--- config.mk ---
export PLATFORM = sky130hd
export DESIGN_NAME = byte_budget_lru_cache_manager
export DESIGN_NICKNAME = d
export VERILOG_FILES = /design/src/rtl/core/bblru_pkg.sv /design/src/rtl/core/bblru_ram.sv /design/src/rtl/core/byte_budget_lru_cache_manager.sv
export SDC_FILE = /design/constraint.sdc
export NUM_CORES = 2
export LEC_CHECK = 0
export ABC_AREA = 0
export BUFFER_PORTS_ARGS = -buffer_cell sky130_fd_sc_hd__clkbuf_2
export CAP_MARGIN = 30
export CORE_UTILIZATION = 55
export DETAILED_ROUTE_END_ITERATION = 7
export GPL_TIMING_DRIVEN = 0
export PLACE_DENSITY = 0.72
export SKIP_LAST_GASP = 1
export SLEW_MARGIN = 5
export SYNTH_ARGS = -nofsm -noshare
export SYNTH_HDL_FRONTEND = slang
export SYNTH_HIERARCHICAL = 1
export SYNTH_SLANG_ARGS = --single-unit
--- constraint.sdc ---
create_clock -name clk -period 13.3 [get_ports clk]
set_clock_uncertainty 0.05 [all_clocks]
set_input_delay 1.33 -clock clk [delete_from_list [all_inputs] [get_ports clk]]
set_output_delay 1.33 -clock clk [all_outputs]
set_load 0.01 [all_outputs]
--- src/rtl/core/bblru_pkg.sv ---
// shared constants and types for the byte budget lru cache manager
// no dependencies; used by byte_budget_lru_cache_manager
package bblru_pkg;

    localparam int ENTRIES_DEFAULT  = 16;
    localparam int KEY_BITS_DEFAULT = 32;

    // capacity after reset: 64 MiB
    localparam logic [31:0] CAP_RESET = 32'd67108864;

    // request codes
    localparam logic [2:0] MODE_GET      = 3'd0;
    localparam logic [2:0] MODE_PUT      = 3'd1;
    localparam logic [2:0] MODE_REMOVE   = 3'd2;
    localparam logic [2:0] MODE_CONTAINS = 3'd3;
    localparam logic [2:0] MODE_CLEAR    = 3'd4;
    localparam logic [2:0] MODE_RSTAT    = 3'd5;
    localparam logic [2:0] MODE_TRIM     = 3'd6;

    // sequencer states
    typedef enum logic [4:0]
    {
        ST_IDLE  = 5'b00001,
        ST_WALK  = 5'b00010,
        ST_CHECK = 5'b00100,
        ST_FREE  = 5'b01000,
        ST_FIN   = 5'b10000
    } state_t;

endpackage

--- src/rtl/core/bblru_ram.sv ---
// generic single write port ram with registered read
// no dependencies
module bblru_ram
#(
    parameter int WIDTH = 64,
    parameter int DEPTH = 16
)
(
    input  logic                     clk,
    input  logic                     we,
    input  logic [$clog2(DEPTH)-1:0] waddr,
    input  logic [WIDTH-1:0]         wdata,
    input  logic                     re,
    input  logic [$clog2(DEPTH)-1:0] raddr,
    output logic [WIDTH-1:0]         rdata
);

    logic [WIDTH-1:0] mem [DEPTH];

    // write port and registered read port
    always_ff @(posedge clk)
    begin
        if (we)
        begin
            mem[waddr] <= wdata;
        end
        if (re)
        begin
            rdata <= mem[raddr];
        end
    end

endmodule

--- src/rtl/core/byte_budget_lru_cache_manager.sv ---
// lru tag and recency manager bounded by a byte budget
// depends on bblru_pkg and bblru_ram (key and size store)
//
// channel | signals                                  | direction
// --------+------------------------------------------+----------
// in      | in_valid, in_ready, mode, item_key, size | request
// out     | out_valid, out_ready, hit .. evict total | result
// cfg     | cfg_valid, cfg_ready, capacity_bytes     | register
//
// a key lookup walks the key/size ram one entry a cycle; each lru eviction
//   is a pass through the check state and a further walk of the ram; a put
//   then scans for the lowest free slot
// clear, reset stats and mode 7 go from idle straight to the finish state
// reset clears valid bits, ranks, byte total and counters at once; no sweep
// in_ready is high only between requests; a result waiting in the output
//   register does not stop the next request, only its completion
module byte_budget_lru_cache_manager
#(
    parameter int ENTRIES  = bblru_pkg::ENTRIES_DEFAULT,
    parameter int KEY_BITS = bblru_pkg::KEY_BITS_DEFAULT
)
(
    input  logic        clk,
    input  logic        rst_n,
    input  logic        in_valid,
    output logic        in_ready,
    input  logic [2:0]  mode,
    input  logic [31:0] item_key,
    input  logic [31:0] item_size,
    output logic        out_valid,
    input  logic        out_ready,
    output logic        hit,
    output logic        accepted,
    output logic [3:0]  slot_index,
    output logic [31:0] entry_bytes,
    output logic [4:0]  evicted_now,
    output logic [31:0] total_bytes,
    output logic [4:0]  valid_entries,
    output logic [31:0] hit_total,
    output logic [31:0] miss_total,
    output logic [31:0] eviction_total,
    input  logic        cfg_valid,
    output logic        cfg_ready,
    input  logic [31:0] capacity_bytes
);

    localparam int IW = $clog2(ENTRIES);
    localparam int CW = $clog2(ENTRIES + 1);
    localparam int DW = KEY_BITS + 32;

    bblru_pkg::state_t state_reg, state_next;

    logic [31:0]       cap_reg;
    logic [2:0]        mode_reg, mode_next;
    logic [KEY_BITS-1:0] key_reg, key_next;
    logic [31:0]       size_reg, size_next;
    logic              evict_walk_reg, evict_walk_next;
    logic [CW-1:0]     rd_idx_reg, rd_idx_next;
    logic              chk_vld_reg, chk_vld_next;
    logic [IW-1:0]     chk_idx_reg, chk_idx_next;
    logic [IW-1:0]     free_idx_reg, free_idx_next;

    logic              valid_reg [ENTRIES];
    logic              valid_next [ENTRIES];
    logic [IW-1:0]     rank_reg [ENTRIES];
    logic [IW-1:0]     rank_next [ENTRIES];
    logic [CW-1:0]     cnt_reg, cnt_next;
    logic [31:0]       bytes_reg, bytes_next;
    logic [31:0]       hits_reg, hits_next;
    logic [31:0]       miss_reg, miss_next;
    logic [31:0]       evc_reg, evc_next;

    // per request results
    logic              op_hit_reg, op_hit_next;
    logic              op_acc_reg, op_acc_next;
    logic [IW-1:0]     op_slot_reg, op_slot_next;
    logic [31:0]       op_ebytes_reg, op_ebytes_next;
    logic [CW-1:0]     op_evict_reg, op_evict_next;

    // output register
    logic              out_valid_reg, out_valid_next;
    logic              o_hit_reg, o_hit_next;
    logic              o_acc_reg, o_acc_next;
    logic [3:0]        o_slot_reg, o_slot_next;
    logic [31:0]       o_ebytes_reg, o_ebytes_next;
    logic [4:0]        o_evict_reg, o_evict_next;
    logic [31:0]       o_total_reg, o_total_next;
    logic [4:0]        o_count_reg, o_count_next;
    logic [31:0]       o_hits_reg, o_hits_next;
    logic [31:0]       o_miss_reg, o_miss_next;
    logic [31:0]       o_evc_reg, o_evc_next;

    // ram port signals
    logic              ram_we;
    logic [IW-1:0]     ram_waddr;
    logic [DW-1:0]     ram_wdata;
    logic              ram_re;
    logic [DW-1:0]     ram_rdata;
    logic [KEY_BITS-1:0] rd_key;
    logic [31:0]       rd_size;
    logic [IW-1:0]     rank_s;
    logic              match;
    logic              over;
    logic              is_put;

    bblru_ram
    #(
        .WIDTH (DW),
        .DEPTH (ENTRIES)
    )
    u_store
    (
        .clk   (clk),
        .we    (ram_we),
        .waddr (ram_waddr),
        .wdata (ram_wdata),
        .re    (ram_re),
        .raddr (rd_idx_reg[IW-1:0]),
        .rdata (ram_rdata)
    );

    assign rd_key  = ram_rdata[DW-1:32];
    assign rd_size = ram_rdata[31:0];
    assign rank_s  = rank_reg[chk_idx_reg];
    assign is_put  = (mode_reg == bblru_pkg::MODE_PUT);

    // entry under test matches the walk's goal
    assign match = valid_reg[chk_idx_reg] &&
                   (evict_walk_reg ? (rank_s == IW'(cnt_reg - CW'(1)))
                                   : (rd_key == key_reg));

    // budget exceeded: with the incoming item for put, alone for trim
    assign over = is_put ? (({1'b0, bytes_reg} + {1'b0, size_reg}) > {1'b0, cap_reg})
                         : (bytes_reg > cap_reg);

    assign in_ready  = (state_reg == bblru_pkg::ST_IDLE);
    assign cfg_ready = 1'b1;

    // sequencer and state update
    always_comb
    begin
        state_next      = state_reg;
        mode_next       = mode_reg;
        key_next        = key_reg;
        size_next       = size_reg;
        evict_walk_next = evict_walk_reg;
        rd_idx_next     = rd_idx_reg;
        chk_vld_next    = 1'b0;
        chk_idx_next    = chk_idx_reg;
        free_idx_next   = free_idx_reg;
        valid_next      = valid_reg;
        rank_next       = rank_reg;
        cnt_next        = cnt_reg;
        bytes_next      = bytes_reg;
        hits_next       = hits_reg;
        miss_next       = miss_reg;
        evc_next        = evc_reg;
        op_hit_next     = op_hit_reg;
        op_acc_next     = op_acc_reg;
        op_slot_next    = op_slot_reg;
        op_ebytes_next  = op_ebytes_reg;
        op_evict_next   = op_evict_reg;
        out_valid_next  = out_valid_reg && !out_ready;
        o_hit_next      = o_hit_reg;
        o_acc_next      = o_acc_reg;
        o_slot_next     = o_slot_reg;
        o_ebytes_next   = o_ebytes_reg;
        o_evict_next    = o_evict_reg;
        o_total_next    = o_total_reg;
        o_count_next    = o_count_reg;
        o_hits_next     = o_hits_reg;
        o_miss_next     = o_miss_reg;
        o_evc_next      = o_evc_reg;
        ram_we          = 1'b0;
        ram_waddr       = free_idx_reg;
        ram_wdata       = {key_reg, size_reg};
        ram_re          = 1'b0;

        case (state_reg)
            bblru_pkg::ST_IDLE:
            begin
                if (in_valid)
                begin
                    mode_next       = mode;
                    key_next        = KEY_BITS'(item_key);
                    size_next       = item_size;
                    op_hit_next     = 1'b0;
                    op_acc_next     = 1'b0;
                    op_slot_next    = '0;
                    op_ebytes_next  = '0;
                    op_evict_next   = '0;
                    evict_walk_next = 1'b0;
                    rd_idx_next     = '0;
                    case (mode)
                        bblru_pkg::MODE_GET,
                        bblru_pkg::MODE_REMOVE,
                        bblru_pkg::MODE_CONTAINS:
                        begin
                            state_next = bblru_pkg::ST_WALK;
                        end
                        bblru_pkg::MODE_PUT:
                        begin
                            if (item_size > cap_reg)
                            begin
                                state_next = bblru_pkg::ST_FIN;
                            end
                            else
                            begin
                                state_next = bblru_pkg::ST_WALK;
                            end
                        end
                        bblru_pkg::MODE_CLEAR:
                        begin
                            for (int i = 0; i < ENTRIES; i++)
                            begin
                                valid_next[i] = 1'b0;
                                rank_next[i]  = '0;
                            end
                            cnt_next   = '0;
                            bytes_next = '0;
                            state_next = bblru_pkg::ST_FIN;
                        end
                        bblru_pkg::MODE_RSTAT:
                        begin
                            hits_next  = '0;
                            miss_next  = '0;
                            evc_next   = '0;
                            state_next = bblru_pkg::ST_FIN;
                        end
                        bblru_pkg::MODE_TRIM:
                        begin
                            state_next = bblru_pkg::ST_CHECK;
                        end
                        default:
                        begin
                            state_next = bblru_pkg::ST_FIN;
                        end
                    endcase
                end
            end

            bblru_pkg::ST_WALK:
            begin
                // issue the next read while testing the previous one
                if (rd_idx_reg < CW'(ENTRIES))
                begin
                    ram_re       = 1'b1;
                    rd_idx_next  = rd_idx_reg + CW'(1);
                    chk_vld_next = 1'b1;
                    chk_idx_next = rd_idx_reg[IW-1:0];
                end
                if (chk_vld_reg && match)
                begin
                    chk_vld_next = 1'b0;
                    if (evict_walk_reg || mode_reg == bblru_pkg::MODE_REMOVE || is_put)
                    begin
                        // drop the slot and close the rank gap
                        for (int i = 0; i < ENTRIES; i++)
                        begin
                            if (valid_reg[i] && rank_reg[i] > rank_s)
                            begin
                                rank_next[i] = rank_reg[i] - IW'(1);
                            end
                        end
                        valid_next[chk_idx_reg] = 1'b0;
                        rank_next[chk_idx_reg]  = '0;
                        bytes_next = bytes_reg - rd_size;
                        cnt_next   = cnt_reg - CW'(1);
                    end
                    if (evict_walk_reg)
                    begin
                        op_evict_next = op_evict_reg + CW'(1);
                        evc_next      = (&evc_reg) ? evc_reg : evc_reg + 32'd1;
                        state_next    = bblru_pkg::ST_CHECK;
                    end
                    else if (is_put)
                    begin
                        state_next = bblru_pkg::ST_CHECK;
                    end
                    else
                    begin
                        op_hit_next  = 1'b1;
                        op_slot_next = chk_idx_reg;
                        if (mode_reg == bblru_pkg::MODE_GET)
                        begin
                            // promote to most recent
                            for (int i = 0; i < ENTRIES; i++)
                            begin
                                if (valid_reg[i] && rank_reg[i] < rank_s)
                                begin
                                    rank_next[i] = rank_reg[i] + IW'(1);
                                end
                            end
                            rank_next[chk_idx_reg] = '0;
                            op_ebytes_next = rd_size;
                            hits_next = (&hits_reg) ? hits_reg : hits_reg + 32'd1;
                        end
                        state_next = bblru_pkg::ST_FIN;
                    end
                end
                else if (chk_vld_reg && chk_idx_reg == IW'(ENTRIES - 1))
                begin
                    // walk ended without a match
                    chk_vld_next = 1'b0;
                    if (evict_walk_reg || is_put)
                    begin
                        state_next = bblru_pkg::ST_CHECK;
                    end
                    else
                    begin
                        if (mode_reg == bblru_pkg::MODE_GET)
                        begin
                            miss_next = (&miss_reg) ? miss_reg : miss_reg + 32'd1;
                        end
                        state_next = bblru_pkg::ST_FIN;
                    end
                end
            end

            bblru_pkg::ST_CHECK:
            begin
                rd_idx_next   = '0;
                free_idx_next = '0;
                if (cnt_reg != '0 && (over || (is_put && cnt_reg == CW'(ENTRIES))))
                begin
                    evict_walk_next = 1'b1;
                    state_next      = bblru_pkg::ST_WALK;
                end
                else if (is_put)
                begin
                    state_next = bblru_pkg::ST_FREE;
                end
                else
                begin
                    state_next = bblru_pkg::ST_FIN;
                end
            end

            bblru_pkg::ST_FREE:
            begin
                if (!valid_reg[free_idx_reg])
                begin
                    // place the item as most recent in the lowest free slot
                    ram_we = 1'b1;
                    for (int i = 0; i < ENTRIES; i++)
                    begin
                        if (valid_reg[i])
                        begin
                            rank_next[i] = rank_reg[i] + IW'(1);
                        end
                    end
                    valid_next[free_idx_reg] = 1'b1;
                    rank_next[free_idx_reg]  = '0;
                    bytes_next   = bytes_reg + size_reg;
                    cnt_next     = cnt_reg + CW'(1);
                    op_acc_next  = 1'b1;
                    op_slot_next = free_idx_reg;
                    state_next   = bblru_pkg::ST_FIN;
                end
                else
                begin
                    free_idx_next = free_idx_reg + IW'(1);
                end
            end

            bblru_pkg::ST_FIN:
            begin
                if (!out_valid_reg || out_ready)
                begin
                    out_valid_next = 1'b1;
                    o_hit_next     = op_hit_reg;
                    o_acc_next     = op_acc_reg;
                    o_slot_next    = 4'(op_slot_reg);
                    o_ebytes_next  = op_ebytes_reg;
                    o_evict_next   = 5'(op_evict_reg);
                    o_total_next   = bytes_reg;
                    o_count_next   = 5'(cnt_reg);
                    o_hits_next    = hits_reg;
                    o_miss_next    = miss_reg;
                    o_evc_next     = evc_reg;
                    state_next     = bblru_pkg::ST_IDLE;
                end
            end

            default:
            begin
                state_next = bblru_pkg::ST_IDLE;
            end
        endcase
    end

    // control and state registers
    always_ff @(posedge clk or negedge rst_n)
    begin
        if (!rst_n)
        begin
            state_reg     <= bblru_pkg::ST_IDLE;
            cap_reg       <= bblru_pkg::CAP_RESET;
            chk_vld_reg   <= 1'b0;
            out_valid_reg <= 1'b0;
            cnt_reg       <= '0;
            bytes_reg     <= '0;
            hits_reg      <= '0;
            miss_reg      <= '0;
            evc_reg       <= '0;
            for (int i = 0; i < ENTRIES; i++)
            begin
                valid_reg[i] <= 1'b0;
                rank_reg[i]  <= '0;
            end
        end
        else
        begin
            state_reg     <= state_next;
            chk_vld_reg   <= chk_vld_next;
            out_valid_reg <= out_valid_next;
            cnt_reg       <= cnt_next;
            bytes_reg     <= bytes_next;
            hits_reg      <= hits_next;
            miss_reg      <= miss_next;
            evc_reg       <= evc_next;
            valid_reg     <= valid_next;
            rank_reg      <= rank_next;
            if (cfg_valid && cfg_ready)
            begin
                cap_reg <= capacity_bytes;
            end
        end
    end

    // payload registers
    always_ff @(posedge clk)
    begin
        mode_reg       <= mode_next;
        key_reg        <= key_next;
        size_reg       <= size_next;
        evict_walk_reg <= evict_walk_next;
        rd_idx_reg     <= rd_idx_next;
        chk_idx_reg    <= chk_idx_next;
        free_idx_reg   <= free_idx_next;
        op_hit_reg     <= op_hit_next;
        op_acc_reg     <= op_acc_next;
        op_slot_reg    <= op_slot_next;
        op_ebytes_reg  <= op_ebytes_next;
        op_evict_reg   <= op_evict_next;
        o_hit_reg      <= o_hit_next;
        o_acc_reg      <= o_acc_next;
        o_slot_reg     <= o_slot_next;
        o_ebytes_reg   <= o_ebytes_next;
        o_evict_reg    <= o_evict_next;
        o_total_reg    <= o_total_next;
        o_count_reg    <= o_count_next;
        o_hits_reg     <= o_hits_next;
        o_miss_reg     <= o_miss_next;
        o_evc_reg      <= o_evc_next;
    end

    assign out_valid      = out_valid_reg;
    assign hit            = o_hit_reg;
    assign accepted       = o_acc_reg;
    assign slot_index     = o_slot_reg;
    assign entry_bytes    = o_ebytes_reg;
    assign evicted_now    = o_evict_reg;
    assign total_bytes    = o_total_reg;
    assign valid_entries  = o_count_reg;
    assign hit_total      = o_hits_reg;
    assign miss_total     = o_miss_reg;
    assign eviction_total = o_evc_reg;

    // entry count never exceeds the table
    a_cnt_range: assert property (@(posedge clk) disable iff (!rst_n)
        cnt_reg <= CW'(ENTRIES))
        else $error("entry count above table size");

    // a lru walk always finds the oldest entry
    a_evict_found: assert property (@(posedge clk) disable iff (!rst_n)
        (state_reg == bblru_pkg::ST_WALK && evict_walk_reg && chk_vld_reg &&
         chk_idx_reg == IW'(ENTRIES - 1)) |-> match)
        else $error("lru walk found no oldest entry");

    // a placed slot is valid afterwards
    a_place: assert property (@(posedge clk) disable iff (!rst_n)
        (state_reg == bblru_pkg::ST_FREE && !valid_reg[free_idx_reg])
        |=> valid_reg[$past(free_idx_reg)])
        else $error("placed slot not valid");

    // the store is only written while placing an item
    a_ram_we: assert property (@(posedge clk) disable iff (!rst_n)
        ram_we |=> $past(state_reg) == bblru_pkg::ST_FREE && state_reg == bblru_pkg::ST_FIN)
        else $error("store written outside placement");

endmodule
==> metrics.md <==
| Metric | Value |
|---|---|
| Grt total ovfl | 0 |
| Worst path required time | between 10000 and 15000 ps |
| Post-CTS Resized | 0 |
| Register area share after synthesis | around 65% |
| #FFs+latches synth | 1640 |
| Final number of max-transition violations | 0 |
| Routed Antenna Nets | 0 |
| Startpoint types | flip-flop |
| Ant. Diodes | 0 |
| Leak Pwr | 30.3 nW |
| Asr flop ratio synth | between 10% and 20% |
| Routability cong. | between 0.9 and 1 |
| CP max stage delay | 690 ps |
| Initial drt markers | a little over 6000 |
| Period minus WS final | ~6700 ps |
| 1st-pass router iterations | 7 |
| Nets | 5868 |
| I/O pin count | roughly 280 |
| Worst slew pin tran | 1090 ps |
| Sequential Area | 0.0480 mm² |
| Clk sinks | 1640 |
| Final non-filler cell total | 7380 |
| Share of layout cells above drive strength 1 | a little under a fifth |
| Worst hold slack | 364 ps |
| Routed wire length | 202000 µm |
| Global-route wire length before repair | 298000 µm |
| Initial antenna violation count | 1 |
| DR vias | 47600 |
| CP Class | reg2reg |
| Final design area excluding fillers | 0.0841 mm² |
| Initial core utilization | 55.7% |
| DRC violations left | 0 |
| Post-Syn Area | 0.0736 mm² |
| Most frequent cells in the layout | edfxtp_1, nand2_1, mux4_2 |
| Fill count | 9421 |
| Max Cap Viol | 0 |
| Vias/cell | around 6.4 |
| CTS Hold Bufs | 0 |
| Final period util | 50.6% |
| PortBufs | 280 |
| Clk slew on worst S/H paths | 60 ps |
| Top_reg_cell synth | edfxtp_1 |
| Post-CTS Repair Setup Buffers | 0 |
| Cells after DPL | roughly 7100 |
| Post-route total power | 15.3 mW |
| Vias in the first global route | 46000 |
| Setup violations, final | 0 |
| Post-synth cell types | 86 |
| Post-DP HPWL | 137000 µm |
| R2r setup slk | 6570 ps |
| Worst min path class | reg2reg |
| Arrival @ worst endpoint | 7360 ps |
| Max-slew headroom | approximately 27% |
| Synth warnings | 6 |
| Avg Cell Area, Syn | 14.9 µm² |
| Count of flip-flops with a built-in enable after synthesis | 1388 |
| Total die area | ~0.14 mm² |
| Pre-CTS setup slack | slightly below 7000 ps |
| Clk root buf | clkbuf_16 |
| WL per Instance | 27.4 µm |
| Total CTS buffers | 163 |
| Pin count of the biggest net entering global routing | 89 |
| Clock buffer depth | 3 |
| Endpoints failing hold | 0 |
| Final core occ | 63.7% |
| Commonest non-fill, non-tap cell in the layout | edfxtp_1 |
| Fmax | 149 MHz |
| CORE AREA | approximately 0.13 mm² |
| Worst-path maximum fanout | 10 |
| Placed Area | between 0.07 and 0.08 mm² |
| Crit-path cells | nor2_1 > nand4bb_1 > clkbuf_1 > clkbuf_1 > clkbuf_1 > clkbuf_1 > o21ai_0 > ha_1 > a211oi_1 > o21ai_0 > a2111oi_1 > clkdlybuf4s18_2 > o31ai_1 > a311oi_1 > o22ai_1 > o21ai_0 > nand3_1 > a41oi_1 > o21ai_0 |
| Total GRT Usage | 29.8% |
| Gate Count Post-Synth | 4952 |
| Outcome | completed |
| FP Rows | 133 |
| RSZ-0062 raised after global routing | false |
| Peak supply drop | 0.156 mV |
| P per Cell Area | 181 mW/mm² |
| Die Span X | around 370 µm |
| Crit. End Element | flip-flop |
| CTS HTree Levels | 4 |
| Multi-input gate area | about 0.024 mm² |
| Worst setup margin | 6570 ps |
| Syn_nets | 5326 |
| Final TNS setup | 0 ps |
| Clk_lat worst skew | 830 ps |
| CTS tree | done |
| Slowest-stage cell, CP | clkbuf_1 |
| Max reg flops | 1024 |
| Die Span Y | roughly 370 µm |
| P&R area growth vs syn | 14.3% |
[layout make-up]
class | instances | share of cell area, %
timing repair buffer | 377 | 3.55
buffer | 206 | 1.16
sequential | 1640 | 57.0
multi-input combinational | 2967 | 28.9
inverter | 139 | 0.623
clock buffer | 207 | 5.12
clock inverter | 89 | 1.02
tap | 1755 | 2.61
[worst max-delay path, delay by kind of cell (launching register included)]
kind | cells | cell delay (ps)
simple gates | 3 | 310
fa+ha+maj | 1 | 350
flops | 1 | 540
buf+inv | 5 | 2680
compound gates | 10 | 2660
[metal layers]
layer	routed length [µm]	vias up	part of all wire (%)	global-route usage, %
met4	7790	0	3.9	11.4
met2	95400	2808	47	47.1
met1	78900	23800	39	41.0
met5	0	-	0	0
met3	19800	467	9.8	6.08
li1	-	20500	-	-
[cell usage after synthesis (36+ instances only)]
| library cell | count | area [µm²] |
|---|---|---|
| clkbuf_1 | 134 | 503 |
| and2_1 | 51 | 319 |
| ha_1 | 268 | 3350 |
| nor4_1 | 36 | 225 |
| dfrtp_1 | 250 | 6260 |
| a22oi_1 | 141 | 1060 |
| xor2_1 | 93 | 815 |
| inv_1 | 137 | 514 |
| nor2b_1 | 42 | 263 |
| nand4_1 | 85 | 532 |
| xnor2_1 | 138 | 1210 |
| o21ai_0 | 210 | 1050 |
| o21a_1 | 44 | 330 |
| nor3_1 | 93 | 465 |
| mux4_2 | 282 | 6350 |
| a21o_1 | 53 | 398 |
| edfxtp_1 | 1388 | 41700 |
| a21oi_1 | 243 | 1220 |
| nor2_1 | 285 | 1070 |
| nand2_1 | 357 | 1340 |
| nand3_1 | 105 | 526 |
[final timing paths]
check,from,end,depth (start not counted)
setup / recovery,state_reg[0]$_DFFE_PN1P_,bytes_reg[31]$_DFFE_PN0P_,19
hold / removal,op_ebytes_reg[21]$_SDFFCE_PN0P_,entry_bytes[21]$_DFFE_PP_,0
setup reg to reg,state_reg[0]$_DFFE_PN1P_,bytes_reg[31]$_DFFE_PN0P_,19
hold reg to reg,op_ebytes_reg[21]$_SDFFCE_PN0P_,entry_bytes[21]$_DFFE_PP_,0
max in group asynchronous,rst_n,cap_reg[26]$_DFFE_PN1P_,2
min in group asynchronous,rst_n,evc_reg[8]$_DFFE_PN0P_,1
[where the power goes]
group	leakage, nW	internal, mW	total (mW)	switching (mW)
clock	2.49	2.47	4.46	1.99
sequential	16.0	6.21	6.71	0.501
combinational	11.7	1.64	4.09	2.44
total	30.3	10.3	15.3	4.93
[cell families after synthesis]
kind of cell	count (synthesis)	share of synthesized area [%]
buffers and inverters	345	2.03
XOR/XNOR	231	2.75
AO/OA/AOI/OAI	968	8.70
other	1	0.00510
adder cells (fa/ha/maj)	270	4.61
multiplexers	298	8.86
flip-flops	1640	65.2
AND/OR/NAND/NOR	1199	7.82
(Power assumes the default switching activity.)
